### src/sv/v3a_pkg.sv
// Shared opcodes, port widths and parameter defaults for the vector ALU.
package v3a_pkg;

	localparam int IO_BITS        = 32;
	localparam int OP_BITS        = 3;
	localparam int WORD_BITS_DEF  = 32;
	localparam int FRAC_BITS_DEF  = 16;

	typedef enum logic [OP_BITS-1:0] {
		OP_ADD   = 3'd0,
		OP_SUB   = 3'd1,
		OP_DOT   = 3'd2,
		OP_CROSS = 3'd3,
		OP_SCALE = 3'd4,
		OP_DIV   = 3'd5,
		OP_MAG   = 3'd6,
		OP_NORM  = 3'd7
	} opcode_t;

endpackage

### src/sv/v3a_sqrt.sv
// Pipelined integer square root, one root bit per stage.
module v3a_sqrt #(
	parameter int W = v3a_pkg::WORD_BITS_DEF
) (
	input  logic           clk,
	input  logic [2*W-1:0] radicand,
	output logic [W-1:0]   root
);
	localparam int RW = W + 3;

	logic [2*W-1:0] rad_s  [W];
	logic [RW-1:0]  rem_s  [W];
	logic [W-1:0]   root_s [W];

	for (genvar k = 0; k < W; k++) begin : g_stage
		logic [2*W-1:0] rad_i;
		logic [RW-1:0]  rem_i;
		logic [W-1:0]   root_i;
		logic [RW-1:0]  acc, trial;

		if (k == 0) begin : g_first
			assign rad_i  = radicand;
			assign rem_i  = '0;
			assign root_i = '0;
		end else begin : g_next
			assign rad_i  = rad_s[k-1];
			assign rem_i  = rem_s[k-1];
			assign root_i = root_s[k-1];
		end

		// bring down next two radicand bits, try root*4+1
		assign acc   = {rem_i[RW-3:0], rad_i[2*W-1 -: 2]};
		assign trial = RW'({root_i, 2'b01});

		always_ff @(posedge clk) begin
			rad_s[k] <= rad_i << 2;
			if (acc >= trial) begin
				rem_s[k]  <= acc - trial;
				root_s[k] <= {root_i[W-2:0], 1'b1};
			end else begin
				rem_s[k]  <= acc;
				root_s[k] <= {root_i[W-2:0], 1'b0};
			end
		end
	end

	assign root = root_s[W-1];

endmodule

### config.mk
export PLATFORM = sky130hd
export DESIGN_NAME = v3a_sqrt
export DESIGN_NICKNAME = d
export VERILOG_FILES = /design/src/sv/v3a_pkg.sv /design/src/sv/v3a_sqrt.sv
export SDC_FILE = /design/constraint.sdc
export NUM_CORES = 2
export LEC_CHECK = 0
export BUFFER_PORTS_ARGS = -buffer_cell sky130_fd_sc_hd__buf_2
export CORE_MARGIN = 1
export CORE_UTILIZATION = 55
export CTS_CLUSTER_SIZE = 14
export DETAILED_ROUTE_END_ITERATION = 6
export PLACE_DENSITY = 0.71
export SYNTH_ARGS = -nofsm -noshare
export SYNTH_HDL_FRONTEND = slang
export SYNTH_MEMORY_MAX_BITS = 65536
export SYNTH_SLANG_ARGS = --single-unit
### constraint.sdc
create_clock -name clk -period 6.3 [get_ports clk]
set_clock_uncertainty 0.15 [all_clocks]
set_input_delay 1.26 -clock clk [delete_from_list [all_inputs] [get_ports clk]]
set_output_delay 1.26 -clock clk [all_outputs]
set_load 0.005 [all_outputs]
==> key figures <==
Detailed routing
  • Via-to-Cell Ratio: 5.41
  • Routed WL per cell: 17.2 um
  • DR DRC count: 0
  • DRT Wirelength: 201 mm
  • Antenna-violating nets left: 0
  • Initial DRC Count: 3951
  • Pre-Repair DR Iteration Count: 5
  • Vias: 63100

STA
  • Final hold viol count: 0
  • Peak Freq: 0.242 GHz
  • RSZ-0062 raised after global routing: no
  • Worst Tran Pin Value: 1.14 ns
  • Final Critical Period: 4.14 ns
  • Relative slew slack: 0.235
  • Setup TNS: 0 ns
  • Final setup fails: 0
  • Slew Limit Fails: 0
  • Fin crit share: 0.656
  • Final worst slack: 2.16 ns

Global routing
  • Largest net degree at the start of global routing: 61
  • GRT Total Usage: 0.235
  • First-pass GRT wire length: 321 mm
  • Number of global-route vias before repair: 61800
  • Grt ovf: 0
  • Antenna violations before repair: 4

Logic synthesis
  • Synth Instances: 9130
  • Most used DFF post-synth: dfxtp_1
  • Synth cell types: 88
  • Sequential area share after synthesis: 0.543
  • #FFs+latches synth: 2494
  • Mapped Area: 0.0919 sq mm
  • Share of the synthesized area in the top cell type: 0.543
  • Leading post-synthesis cells by cell area: dfxtp_1 (54%), ha_1 (7.6%), xor2_1 (4.1%)
  • Post-synth EDFFs: 0
  • Syn nets: 9756
  • Synth warn: 0
  • Synth area leader: dfxtp_1
  • Async set-or-reset flop fraction in the synthesized netlist: 0
  • Mean Syn Cell Area: 10.1 sq um

Worst setup path
  • CP startpoint kind: register
  • Reg2reg end: rem_s[1][389]
  • Reg2Reg Setup Slack: 2.16 ns
  • RR Startpoint: root_s[1][321]
  • CP Class: register to register
  • Reg2reg path depth: 12
  • Arr. time, crit path: 4.73 ns
  • Nature of the critical path endpoint: register
  • WP data required: 6.89 ns
  • CP Max Fanout: 45

Pwr
  • Leak: 48.4 nW
  • P per Cell Area: 409 mW/mm^2
  • Max IR drop VDD: 0.317 mV
  • Power Total: 42.1 mW

Cells and area
  • Fill count: 13500
  • Most frequent cells in the layout: dfxtp_1 (2494), inv_1 (707), nand2_1 (673), o21ai_0 (563), ha_1 (561)
  • Layout Area Growth over Synthesis: 11.9%
  • Final #Nets: 9921
  • Fraction of layout cells with a size suffix above 1: 0.0686
  • Commonest non-fill, non-tap cell in the layout: dfxtp_1

Floorplan
  • Effective utilization at floorplan: 0.556
  • # IOs: 97
  • Die Height: 411 um
  • # rows: 149
  • Core Area: 0.165 sq mm
  • Die area: 0.169 sq mm
  • Die width: 411 um

Status
  • Status: finished, final reports clean

Placement
  • # port buffers: 96
  • Dpl ws: 2.22 ns
  • Routability congestion estimate: 0.909
  • DPL Wire Length: 150 mm

Flow run
  • Max cap viols: 0

Hold path
  • WHS Endpoint: rad_s[1][50]
  • WHS Path Cells: 0
  • HP Class: register to register
  • Min-delay src: rad_s[0][978]

CTS
  • Setup bufs post-CTS: 0
  • Clk root buf: clkbuf_16
  • CTS tree: built
  • CTS clk-pin slew, worst paths: 0.06 ns
  • Max clock buf depth: 3
  • Total clock buffers created by CTS: 233
  • H-tree lvl count: 4
  • Post-CTS Resized: 0
  • Later-pin clock latency in the skew report: 0.89 ns
  • CTS Sinks: 2494
  • CTS Hold Bufs: 0
-- per-layer routing --
metal	global-route usage	up-vias	share of wire
li1	-	31600	-
met1	0.300	29600	0.45
met2	0.405	1395	0.48
met3	0.0327	412	0.042
met4	0.0821	0	0.033
met5	0	-	0
-- registers in the layout, indices dropped and copies added, names as in the netlist --
signal  count
rem_s     974
root_s    528
rad_s     992
-- worst max-delay path by stage --
stage	startpoint	endpoint	slack, ns	depth (start not counted)
3_3_place_gp	root_s[1][160]	rem_s[1][236]	2.30	12
4_1_cts	root_s[1][321]	rem_s[1][389]	2.19	12
6_report	root_s[1][321]	rem_s[1][389]	2.16	12
5_1_grt	root_s[1][321]	rem_s[1][389]	1.80	12
2_1_floorplan	root_s[1][224]	rem_s[1][312]	2.99	11
3_5_place_dp	root_s[1][321]	rem_s[1][389]	2.22	12
-- synth_stat cells, types with 88 or more instances --
library cell,instances
dfxtp_1,2494
inv_1,707
nand2_1,673
o21ai_0,563
ha_1,561
nor2_1,525
a21oi_1,505
xor2_1,426
xnor2_1,369
a21o_1,256
nor3_1,226
clkbuf_1,168
nand3_1,158
nor4_1,123
o21a_1,102
nand2b_1,100
or3_1,97
nor2b_1,88
-- per-stage QoR --
step           instance area (sq um)  utilization  hold slack, ns  cells
2_1_floorplan                  91900            -           0.160   9130
3_3_place_gp                   94700        0.573           0.159  11200
3_5_place_dp                   94700        0.573           0.162  11200
4_1_cts                       103000        0.622           0.123  11700
5_1_grt                       103000        0.622           0.140  11700
6_report                      103000        0.622           0.132  11700
-- worst max-delay path, cell delays in order, from the launching register on --
cell	delay [ns]
dfxtp_1	0.33
inv_1	0.05
ha_1	0.35
a21oi_1	0.17
nand2_1	0.09
o41ai_1	0.51
o21ai_0	0.34
o21ai_0	0.65
a211oi_1	0.36
nor2_4	0.31
buf_4	0.44
a211oi_1	0.08
a21o_1	0.17
-- logic make-up after synthesis --
family | count (synthesis) | synth area share
XOR/XNOR | 795 | 0.0758
buffers and inverters | 899 | 0.0371
AND/OR/NAND/NOR | 2383 | 0.128
adder cells (fa/ha/maj) | 561 | 0.0764
flip-flops | 2494 | 0.543
other | 1 | 0.0000408
multiplexers | 75 | 0.00900
AO/OA/AOI/OAI | 1922 | 0.131
-- final cells by class --
cell class | instances | area (sq um) | area share
diodes | 1 | 2.50 | 0.0000243
repair buffers | 119 | 653 | 0.00635
clock inverters | 90 | 1440 | 0.0140
clock buffers | 329 | 6700 | 0.0652
multi-input cells | 5737 | 38700 | 0.376
well taps | 2189 | 2740 | 0.0266
flip-flops and latches | 2494 | 49900 | 0.486
inverters | 710 | 2670 | 0.0259
-- power breakdown --
part           switching [mW]  internal (mW)  total, mW
registers                2.15           18.4       20.5
clock network            6.06           8.36       14.4
logic                    4.00           3.11       7.11
(Power assumes the default switching activity.)
